### config.mk
export PLATFORM = sky130hd
export DESIGN_NAME = tcw_ctrl
export DESIGN_NICKNAME = d
export VERILOG_FILES = /design/src/rtl/core/tcw_pkg.sv /design/src/rtl/core/tcw_ctrl.sv
export SDC_FILE = /design/constraint.sdc
export NUM_CORES = 1
export LEC_CHECK = 0
export ABC_AREA = 1
export BUFFER_PORTS_ARGS = -buffer_cell sky130_fd_sc_hd__buf_2
export CAP_MARGIN = 20
export CORE_MARGIN = 2
export CORE_UTILIZATION = 28
export CTS_BUF_LIST = sky130_fd_sc_hd__clkbuf_8
export DETAILED_ROUTE_END_ITERATION = 6
export PLACE_DENSITY = 0.66
export SETUP_SLACK_MARGIN = 0.02
export SYNTH_ARGS = -nofsm -noshare
export SYNTH_HDL_FRONTEND = slang
export SYNTH_SLANG_ARGS = --single-unit
### constraint.sdc
create_clock -name clock -period 1.3 [get_ports clock]
set_input_delay 0.065 -clock clock [delete_from_list [all_inputs] [get_ports clock]]
set_output_delay 0.065 -clock clock [all_outputs]
set_load 0.01 [all_outputs]
### src/rtl/core/tcw_pkg.sv
// text console writer package: screen geometry, field widths, cell codes
// and the command and status bundles between controller and datapath
// no dependencies
package tcw_pkg;

   localparam int COLS  = 80;
   localparam int ROWS  = 25;
   localparam int CELLS = COLS * ROWS;

   localparam int COL_W  = 7;
   localparam int ROW_W  = 5;
   localparam int ADDR_W = 11;
   localparam int CELL_W = 16;
   localparam int CHAR_W = 8;
   localparam int ATTR_W = 8;

   localparam logic [CHAR_W-1:0] NEWLINE_CODE    = 8'd10;
   localparam logic [CHAR_W-1:0] SPACE_CODE      = 8'h20;
   localparam logic [CHAR_W-1:0] NUL_CODE        = 8'h00;
   localparam logic [CELL_W-1:0] RESET_CELL      = 16'h0F20;
   localparam logic [ATTR_W-1:0] FILL_ATTR_RESET = 8'h0F;

   localparam logic REQ_READ = 1'b1;

   localparam int CSR_ADDR_W = 3;
   localparam int CSR_DATA_W = 32;
   localparam logic CSR_IDX_FILL_ATTR = 1'b0;

   typedef struct packed {
      logic cap;
      logic init_wr;
      logic cnt_clear;
      logic cnt_load_col;
      logic clr_rd;
      logic chr_rd;
      logic chr_wr;
      logic cur_adv;
      logic next_line;
      logic blank_wr;
      logic top_adv;
      logic div_step;
      logic cell_rd;
      logic val_load;
      logic out_load;
   } tcw_cmd_type;

   typedef struct packed {
      logic init_last;
      logic cnt_last;
      logic col_last;
      logic row_last;
      logic rem_ge;
      logic idx_ok;
      logic is_read;
      logic is_newline;
      logic out_free;
   } tcw_status_type;

endpackage

### src/rtl/core/tcw_ctrl.sv
// text console writer controller: sequences store clearing, character
// writes, line clears, scrolls and cell reads; drives the datapath commands
// depends on tcw_pkg
module tcw_ctrl (
   input  logic                       clock,
   input  logic                       reset,
   input  logic                       req_valid,
   output logic                       req_stall,
   input  tcw_pkg::tcw_status_type    status,
   output tcw_pkg::tcw_cmd_type       cmd
);

   localparam logic [3:0] ST_INIT    = 4'd0;
   localparam logic [3:0] ST_IDLE    = 4'd1;
   localparam logic [3:0] ST_DECODE  = 4'd2;
   localparam logic [3:0] ST_DIV     = 4'd3;
   localparam logic [3:0] ST_RD_DATA = 4'd4;
   localparam logic [3:0] ST_WR_WR   = 4'd5;
   localparam logic [3:0] ST_CLR     = 4'd6;
   localparam logic [3:0] ST_CLR_END = 4'd7;
   localparam logic [3:0] ST_NEXT    = 4'd8;
   localparam logic [3:0] ST_SCROLL  = 4'd9;
   localparam logic [3:0] ST_DONE    = 4'd10;

   logic [3:0] state_ff, state_in;

   always_comb begin
      state_in  = state_ff;
      cmd       = '0;
      req_stall = 1'b1;
      case (state_ff)
         ST_INIT: begin
            cmd.init_wr = 1'b1;
            if (status.init_last) begin
               state_in = ST_IDLE;
            end
         end
         ST_IDLE: begin
            req_stall = 1'b0;
            if (req_valid) begin
               cmd.cap  = 1'b1;
               state_in = ST_DECODE;
            end
         end
         ST_DECODE: begin
            if (status.is_read) begin
               state_in = status.idx_ok ? ST_DIV : ST_DONE;
            end else if (status.is_newline) begin
               cmd.cnt_load_col = 1'b1;
               state_in         = ST_CLR;
            end else begin
               cmd.chr_rd = 1'b1;
               state_in   = ST_WR_WR;
            end
         end
         ST_DIV: begin
            if (status.rem_ge) begin
               cmd.div_step = 1'b1;
            end else begin
               cmd.cell_rd = 1'b1;
               state_in    = ST_RD_DATA;
            end
         end
         ST_RD_DATA: begin
            cmd.val_load = 1'b1;
            state_in     = ST_DONE;
         end
         ST_WR_WR: begin
            cmd.chr_wr = 1'b1;
            if (status.col_last) begin
               state_in = ST_NEXT;
            end else begin
               cmd.cur_adv = 1'b1;
               state_in    = ST_DONE;
            end
         end
         ST_CLR: begin
            cmd.clr_rd = 1'b1;
            if (status.cnt_last) begin
               state_in = ST_CLR_END;
            end
         end
         ST_CLR_END: begin
            state_in = ST_NEXT;
         end
         ST_NEXT: begin
            cmd.next_line = 1'b1;
            if (status.row_last) begin
               cmd.cnt_clear = 1'b1;
               state_in      = ST_SCROLL;
            end else begin
               state_in = ST_DONE;
            end
         end
         ST_SCROLL: begin
            cmd.blank_wr = 1'b1;
            if (status.cnt_last) begin
               cmd.top_adv = 1'b1;
               state_in    = ST_DONE;
            end
         end
         ST_DONE: begin
            if (status.out_free) begin
               cmd.out_load = 1'b1;
               state_in     = ST_IDLE;
            end
         end
         default: begin
            state_in = ST_IDLE;
         end
      endcase
   end

   always_ff @(posedge clock) begin
      if (reset) begin
         state_ff <= ST_INIT;
      end else begin
         state_ff <= state_in;
      end
   end

   a_one_per_item: assert property (@(posedge clock) disable iff (reset)
      (req_valid && !req_stall) |=> req_stall)
      else $error("second item taken before the first finished");

   a_load_after_work: assert property (@(posedge clock) disable iff (reset)
      cmd.out_load |-> !$past(cmd.cap))
      else $error("result loaded in the cycle after capture");

   a_scroll_start: assert property (@(posedge clock) disable iff (reset)
      $rose(state_ff == ST_SCROLL) |-> $past(status.row_last))
      else $error("scroll entered away from the bottom row");

endmodule

==> flow_summary_export.csv, run 1 <==
group,metric,value,unit
critical_path,crit_arrival,1.22,ns
detailed_routing,ant_nets,0,
detailed_routing,wl,1620,um
power_and_ir_drop,ir_worst_vdd,738,uV
detailed_routing,drtPass1Iterations,4,
timing,max_freq,776,MHz
placed_design,gp_congestion,0.849,
finish,regMostFlops,"state_ff",
yosys,synth_area_leaders,"nand2_1 19%, dfxtp_1 17%, inv_1 13%",
finish,reg.largest.list,"state_ff: 4 flops",
run,max_cap_violations,0,
finish,final_cells,150,
yosys,synth_warnings,0,
die,die-area,2070,um^2
die,start_util,0.289,
placed_design,numPortBuffers,27,
cts,clock_sinks,4,
timing,slew_headroom,0.855,
timing,rsz0062_at_grt,"yes",
finish,largest_register_ff_count,4,
finish,final_cell_mix,"24 x buf_2, 16 x nand2_1, 13 x inv_1, 13 x nor2_1, 11 x nand2_2",
placed_design,dpl.hpwl,1070,um
yosys,postSynthCellCount,94,
yosys,seq_area_frac_synth,0.166,
global_route,antenna_found_initial,0,
detailed_routing,vias,707,
worst_hold_path,hp-class,"input pin to flop",
yosys,syn_area,483,um^2
critical_path,cp_top_family,"flip-flops",
finish,nNetsFinal,147,
cts,root_buffer,"clkbuf_8",
critical_path,worst-setup-path-type,"flop to primary output",
critical_path,crit_start,"state_ff[0]",
cts,cts_made_buffers,3,
critical_path,rrSetupSlack,0.03,ns
cts,clk_latency,0.23,ns
timing,hold_violations,0,
worst_hold_path,worstHoldStart,"reset",
global_route,gr-total-overflow,0,
global_route,grt_pass1_wl,2330,um
timing,worst_pin_slew,0.216,ns
die,dieWidth,45.5,um
yosys,yosys_register_bits,4,
power_and_ir_drop,power_density,1790,nW/um^2
critical_path,max_stage_delay,0.39,ns
finish,area_delta_synth_final,88.1,%
detailed_routing,routedWlPerCell,10.8,um
critical_path,worstRegToRegCells,10,
timing,maxSlewViolCount,0,
cts,cts_tree,"built",
timing,finalCritPeriodShare,0.991,
timing,fin_skew,0.00685,ns
global_route,grt_usage,0.156,
critical_path,cp-start-kind,"flop",
finish,fin_util,0.544,
timing,whs,0.0456,ns
power_and_ir_drop,p_leak,0.542,nW
die,die_h,45.5,um
yosys,avgSynthCellArea,5.14,um^2
critical_path,r2r-start,"state_ff[1]",
worst_hold_path,worstHoldPathCells,2,
critical_path,crit_path_max_fanout,6,
critical_path,reg2reg_to,"state_ff[3]",
finish,layout-drive-gt1-share,0.609,
timing,fin_crit,1.29,ns
timing,setup_slack,0.0118,ns
cts,ctsHtreeMaxLevel,1,
run_status,status,"finished clean",
yosys,synth_top_cell_by_area,"nand2_1",
critical_path,crit_chain,"inv_4 -> nor2_4 -> nand2_2 -> buf_6 -> nor2_4 -> buf_6",
finish,final_common_cell,"buf_2",
global_route,grt_pass1_vias,605,
cts,cts_max_path_buffers,2,
detailed_routing,drc,0,
placed_design,dp_cells,141,
die,coreArea,1670,um^2
detailed_routing,drt_iter0_drc,12,
critical_path,worstSetupPathDepth,6,
placed_design,dp_slack,-0.0511,ns
yosys,synth_fp_nets,106,
timing,setup_viol,0,
critical_path,worstPathRequired,1.24,ns
cts,clkSlewWorstSetupHoldPaths,0.04,ns
die,io_pins,28,
die,rows,15,
yosys,post-synth-top-area-fraction,0.194,
cts,holdBufCountCts,0,
worst_hold_path,worstHoldEndpoint,"state_ff[1]",
global_route,grt_max_degree,7,
critical_path,worst_setup_path_end_kind,"primary output",
critical_path,timing.critical_path.buf_inv,3,
finish,n_antenna_cell,0,
timing,tns,0,ns
detailed_routing,viasPerCell,4.71,
yosys,yosysUniqueCellTypes,16,
critical_path,crit_slowest_cell,"dfxtp_4",
[through the flow]
step | instance area, um^2 | power [mW]
2_1_floorplan | 483 | 0.740
3_3_place_gp | 662 | 0.970
3_5_place_dp | 662 | 0.976
4_1_cts | 748 | 1.35
5_1_grt | 908 | 1.78
6_report | 908 | 1.63
[worst register-to-register path, cell delays in order (launching register included)]
cell	delay [ns]
dfxtp_4	0.37
inv_4	0.06
nor2_4	0.04
buf_6	0.12
nand2_4	0.07
nand2_2	0.08
nand2_4	0.08
nand2_2	0.07
nor2_4	0.13
nand2_1	0.08
a21oi_2	0.10
[cells in the mapped netlist]
library cell / number
nor2_2: 6
nand2_1: 25
dfxtp_1: 4
nor2_1: 17
nor4_1: 2
a21oi_1: 3
o21ai_2: 1
nor3_1: 1
nand3_1: 5
nand2_2: 4
nand3b_1: 1
o21ai_1: 1
o21ai_0: 1
inv_1: 17
inv_2: 4
nand3_2: 2
[worst max path at each step]
stage                  end  slack (ns)
5_1_grt        state_ff[0]       -0.08
2_1_floorplan  state_ff[0]        0.10
4_1_cts             cmd[4]       0.004
6_report            cmd[4]        0.01
3_5_place_dp   state_ff[0]       -0.05
3_3_place_gp   state_ff[0]       -0.07
[final cells by class]
type | instances | area [um^2]
Multi-Input combinational cell | 69 | 430
Clock buffer | 3 | 41.3
Tap cell | 17 | 21.3
Timing Repair Buffer | 36 | 236
Fill cell | 155 | 762
Sequential cell | 4 | 95.1
Inverter | 21 | 83.8
[report_power, final]
group / switching [mW] / total (mW) / internal [mW]
Clock: 0.0793 / 0.278 / 0.199
Sequential: 0.103 / 0.291 / 0.189
Combinational: 0.607 / 1.06 / 0.453
[kinds of logic (layout without fill, tap and decap cells)]
family / count (synthesis) / in the layout / share of synthesized area
AO/OA/AOI/OAI: 6 / 6 / 0.0699
buffers and inverters: 21 / 60 / 0.163
AND/OR/NAND/NOR: 63 / 63 / 0.601
flip-flops: 4 / 4 / 0.166
[repair_timing]
action,CTS,global route
pin swaps,2,17
cloned,0,0
endpoints found under the setup margin,12,16
setup buffers,2,4
resized for setup,11,39
[per-layer routing]
layer	vias up	GRT usage	share of wire
met3	4	0.0198	0.038
li1	363	-	-
met2	22	0.239	0.51
met4	0	0.118	0.021
met1	318	0.195	0.43
met5	-	0	0
(Power assumes the default switching activity.)
==> inputs of run 2 (changes only) <==
--- a/config.mk
+++ b/config.mk
@@ -12,7 +12,7 @@
 export CORE_UTILIZATION = 28
 export CTS_BUF_LIST = sky130_fd_sc_hd__clkbuf_8
 export DETAILED_ROUTE_END_ITERATION = 6
-export PLACE_DENSITY = 0.66
+export PLACE_DENSITY = 0.54
 export SETUP_SLACK_MARGIN = 0.02
 export SYNTH_ARGS = -nofsm -noshare
 export SYNTH_HDL_FRONTEND = slang
==> run 2 against run 1 <==
- final cell count fell by 0.67%
- core utilization fell by 2.8 points
- total power is 7.9% lower
- global-route usage is 0.26 points lower
- first-iteration DRC count is 8.3% higher
- non-clock buffer count decreased by 1
- count of clock-buffer cells in the layout is the same
- routed wire length fell by 3.6%
- combinational power shrank 11%
- sequential share of layout area up 0.56 points
- sequential power hardly changed
==> flow_summary_export.csv, run 2 (synthesized netlist as in run 1, its figures left out) <==
group,metric,value,unit
timing,fin_skew,0.00632,ns
die,start_util,0.289,
die,io_pins,28,
finish,area_delta_synth_final,78.5,%
cts,cts_tree,"built",
cts,clkSlewWorstSetupHoldPaths,0.03,ns
critical_path,crit_slowest_cell,"dfxtp_4",
finish,n_antenna_cell,0,
die,dieWidth,45.5,um
detailed_routing,ant_nets,0,
power_and_ir_drop,p_leak,0.519,nW
placed_design,gp_congestion,0.803,
finish,final_common_cell,"buf_2",
global_route,antenna_found_initial,0,
detailed_routing,drc,0,
finish,final_cell_mix,"25 x buf_2, 19 x nand2_1, 14 x nor2_1",
global_route,grt_usage,0.153,
run_status,status,"finished clean",
cts,root_buffer,"clkbuf_8",
critical_path,worst-setup-path-type,"flop to primary output",
critical_path,crit_arrival,1.23,ns
cts,clk_latency,0.22,ns
placed_design,numPortBuffers,27,
detailed_routing,viasPerCell,4.71,
power_and_ir_drop,ir_worst_vdd,835,uV
die,rows,15,
detailed_routing,drtPass1Iterations,4,
cts,holdBufCountCts,0,
global_route,grt_pass1_vias,562,
timing,fin_crit,1.29,ns
detailed_routing,vias,702,
cts,cts_max_path_buffers,2,
detailed_routing,drt_iter0_drc,13,
critical_path,worstPathRequired,1.24,ns
finish,reg.largest.list,"state_ff: 4 flops",
global_route,grt_max_degree,7,
cts,clock_sinks,4,
finish,regMostFlops,"state_ff",
placed_design,placed_cell_area,669,um^2
timing,rsz0062_at_grt,"yes",
finish,largest_register_ff_count,4,
placed_design,dp_cells,142,
cts,cts_made_buffers,3,
finish,layout-drive-gt1-share,0.576,
finish,fin_area,862,um^2
timing,tns,0,ns
timing,slew_headroom,0.868,
detailed_routing,wl,1560,um
critical_path,cp-start-kind,"flop",
worst_hold_path,hp-class,"input pin to flop",
timing,whs,0.0525,ns
cts,ctsHtreeMaxLevel,1,
timing,setup_viol,0,
die,die-area,2070,um^2
global_route,gr-total-overflow,0,
die,coreArea,1670,um^2
finish,final_cells,149,
finish,nNetsFinal,146,
critical_path,worst_setup_path_end_kind,"primary output",
die,die_h,45.5,um
critical_path,crit_path_max_fanout,6,
timing,worst_pin_slew,0.196,ns
timing,maxSlewViolCount,0,
timing,max_freq,774,MHz
critical_path,max_stage_delay,0.40,ns
critical_path,crit_chain,"inv_4 -> nor2_4 -> nand2_2 -> buf_6 -> nor2_4 -> buf_6",
run,max_cap_violations,0,
power_and_ir_drop,power_density,1740,nW/um^2
timing,finalCritPeriodShare,0.994,
global_route,grt_pass1_wl,2260,um
placed_design,dpl.hpwl,1170,um
timing,hold_violations,0,
detailed_routing,routedWlPerCell,10.5,um
[run 2: final cells by class]
cell class,count,area (um^2)
fillers,183,808
flip-flops and latches,4,95.1
clock buffers,3,41.3
well taps,17,21.3
inverters,21,83.8
multi-input cells,69,402
repair buffers,35,219
[run 2: repair_timing]
item / 4_1_cts / 5_1_grt
setup buffers: 2 / 2
hold endpoints to repair: 0 / 0
pin swaps: 1 / 5
gates resized for setup: 14 / 25
setup endpoints to repair: 13 / 13
[run 2: routing by layer]
metal,track usage,up-vias,part of all wire
li1,-,364,-
met1,0.185,309,0.42
met2,0.254,29,0.51
met3,0.0238,0,0.072
met4,0.0882,0,0
met5,0,-,0
[run 2: final timing paths]
| check | cells after the start | endpoint | startpoint | slack (ns) |
|---|---|---|---|---|
| max | 6 | cmd[4] | state_ff[3] | 0.008 |
| min | 2 | state_ff[2] | reset | 0.05 |
| max reg2reg | 9 | state_ff[2] | state_ff[1] | 0.07 |
| min reg2reg | 2 | state_ff[3] | state_ff[3] | 0.53 |
[run 2: critical path, delay by kind of cell, from the launching register on]
family	cells	cell delay, ns
and+or+nand+nor	3	0.31
DFF	1	0.40
buffers and inverters	3	0.29
[run 2: metrics by stage]
step	setup slack (ns)	utilization	power, mW
final	0.00816	0.516	1.50
after CTS	-0.00126	0.458	1.38
after floorplan	0.103	-	0.740
after detailed placement	-0.0475	0.401	0.987
after global placement	-0.0536	0.401	0.988
after global routing	-0.0589	0.516	1.64
[run 2: where the power goes]
part,internal (mW),total (mW),switching [mW]
Sequential,0.189,0.293,0.104
Combinational,0.399,0.941,0.543
Clock,0.198,0.266,0.0681
Total,0.785,1.50,0.715
==> inputs of run 3 (changes only) <==
==> constraint.sdc (replaced) <==
create_clock -name clock -period 1.2 [get_ports clock]
set_input_delay 0.06 -clock clock [delete_from_list [all_inputs] [get_ports clock]]
set_output_delay 0.06 -clock clock [all_outputs]
set_load 0.01 [all_outputs]
==> run 3 against run 2 <==
- the run now ends with setup timing left
- highest routed layer unchanged
- sequential share of layout area shrank 0.75 points
- routed wire length shrank 0.13%
- largest power group unchanged
- via count grew 0.85%
- design area grew 7.3%
- count of clock-buffer cells in the layout is the same
==> flow_summary_export.csv, run 3 (synthesized netlist as in run 1, its figures left out) <==
group,metric,value,unit
timing,fin_crit,1.28,ns
power_and_ir_drop,ir_worst_vdd,873,uV
placed_design,dpl.hpwl,1180,um
die,io_pins,28,
power_and_ir_drop,p_leak,0.557,nW
cts,cts_max_path_buffers,2,
critical_path,crit_arrival,1.22,ns
placed_design,gp_congestion,0.839,
run_status,status,"complete, but fails checks",
power_and_ir_drop,power_density,1990,nW/um^2
timing,setup_viol,10,
finish,nNetsFinal,150,
critical_path,rrSetupSlack,-0.04,ns
cts,clock_sinks,4,
timing,slew_headroom,0.851,
die,rows,15,
die,coreArea,1670,um^2
timing,worst_pin_slew,0.222,ns
critical_path,reg2reg_to,"state_ff[1]",
critical_path,worstPathRequired,1.14,ns
timing,hold_violations,0,
critical_path,crit_path_max_fanout,6,
critical_path,cp-start-kind,"flop",
finish,regMostFlops,"state_ff",
global_route,grt_pass1_vias,625,
critical_path,worstRegToRegCells,9,
run_status,violations,"setup timing",
worst_hold_path,hp-class,"input pin to flop",
global_route,grt_max_degree,7,
finish,reg.largest.list,"state_ff: 4 flops",
detailed_routing,drtPass1Iterations,4,
cts,clkSlewWorstSetupHoldPaths,0.03,ns
run,max_cap_violations,0,
cts,cts_made_buffers,3,
die,dieWidth,45.5,um
die,die_h,45.5,um
global_route,grt_usage,0.164,
worst_hold_path,worstHoldPathCells,2,
placed_design,dp_cells,146,
placed_design,dp_slack,-0.0674,ns
global_route,gr-total-overflow,0,
finish,largest_register_ff_count,4,
critical_path,r2r-start,"state_ff[0]",
power_and_ir_drop,power,1.84,mW
finish,n_antenna_cell,0,
detailed_routing,wl,1560,um
cts,ctsHtreeMaxLevel,1,
critical_path,worst_setup_path_end_kind,"primary output",
timing,rsz0062_at_grt,"yes",
cts,cts_tree,"built",
finish,layout-drive-gt1-share,0.625,
detailed_routing,ant_nets,0,
cts,clk_latency,0.21,ns
finish,final_cell_mix,"24 x buf_2, 16 x nand2_1, 12 x inv_1, 12 x nor2_1, 11 x nand2_2",
worst_hold_path,worstHoldStart,"reset",
finish,area_delta_synth_final,91.5,%
global_route,grt_pass1_wl,2480,um
detailed_routing,routedWlPerCell,10.2,um
global_route,antenna_found_initial,0,
detailed_routing,drc,0,
timing,fin_skew,0.000390,ns
detailed_routing,viasPerCell,4.63,
placed_design,numPortBuffers,27,
cts,root_buffer,"clkbuf_8",
timing,finalCritPeriodShare,1.07,
critical_path,worst-setup-path-type,"flop to primary output",
timing,setup_slack,-0.0813,ns
detailed_routing,drt_iter0_drc,2,
finish,final_cells,153,
timing,maxSlewViolCount,0,
die,start_util,0.289,
detailed_routing,vias,708,
timing,max_freq,780,MHz
die,die-area,2070,um^2
finish,final_common_cell,"buf_2",
worst_hold_path,worstHoldEndpoint,"state_ff[3]",
==> run 3: cell count changes in the layout (fill, tap and decap cells not counted), moves of 2 or more <==
cell,previous run,this run
nor2_1,14,12
buf_4,5,9
inv_4,2,4
nand2_4,0,2
nand2_1,19,16
nand3_2,4,2
nor2_2,2,5
==> run 3: area by class of cell <==
| type | instances | area (um^2) |
|---|---|---|
| clock buffer | 3 | 41.3 |
| fill | 172 | 746 |
| inverter | 21 | 88.8 |
| multi-input combinational | 69 | 423 |
| sequential | 4 | 95.1 |
| tap | 17 | 21.3 |
| timing repair buffer | 39 | 255 |
==> run 3: metrics by stage <==
step / utilization / hold WS [ns] / TNS, ns / cell area (um^2)
6_report: 0.554 / 0.0377 / -0.404 / 925
5_1_grt: 0.554 / 0.0516 / -1.52 / 925
4_1_cts: 0.517 / 0.0387 / -0.273 / 863
3_5_place_dp: 0.420 / 0.269 / -0.226 / 702
3_3_place_gp: 0.420 / 0.260 / -0.188 / 702
2_1_floorplan: - / 0.122 / 0 / 485
==> run 3: worst max-delay path by stage <==
| stage | slack, ns | startpoint | depth (start not counted) | end |
|---|---|---|---|---|
| CTS | -0.06 | state_ff[0] | 6 | cmd[14] |
| detailed placement | -0.07 | state_ff[2] | 9 | state_ff[0] |
| global route | -0.15 | state_ff[1] | 7 | cmd[9] |
| finish | -0.08 | state_ff[0] | 6 | cmd[4] |
| global placement | -0.06 | state_ff[1] | 9 | state_ff[1] |
| floorplan | 0.04 | state_ff[2] | 8 | state_ff[1] |
==> run 3: worst max-delay path: stages (launching register included) <==
cell,delay [ns]
dfxtp_4,0.40
inv_4,0.05
nor2_4,0.15
nand2_2,0.10
buf_6,0.13
nor2_2,0.06
buf_2,0.12
==> run 3: routing by layer <==
layer / vias up / global-route usage / share of wire
li1: 371 / - / -
met1: 319 / 0.207 / 0.43
met2: 18 / 0.279 / 0.54
met3: 0 / 0.0238 / 0.036
met4: 0 / 0.0588 / 0
met5: - / 0 / 0
==> run 3: power by group <==
part | internal (mW) | switching (mW) | total (mW)
clock network | 0.213 | 0.0625 | 0.276
registers | 0.205 | 0.123 | 0.328
logic | 0.573 | 0.665 | 1.24
==> run 3: timing repair <==
item | in CTS | in global routing
pin swaps | 8 | 5
buffers inserted | 3 | 2
resized for setup | 34 | 13
setup endpoints to repair | 19 | 19
hold buffers | 0 | 0
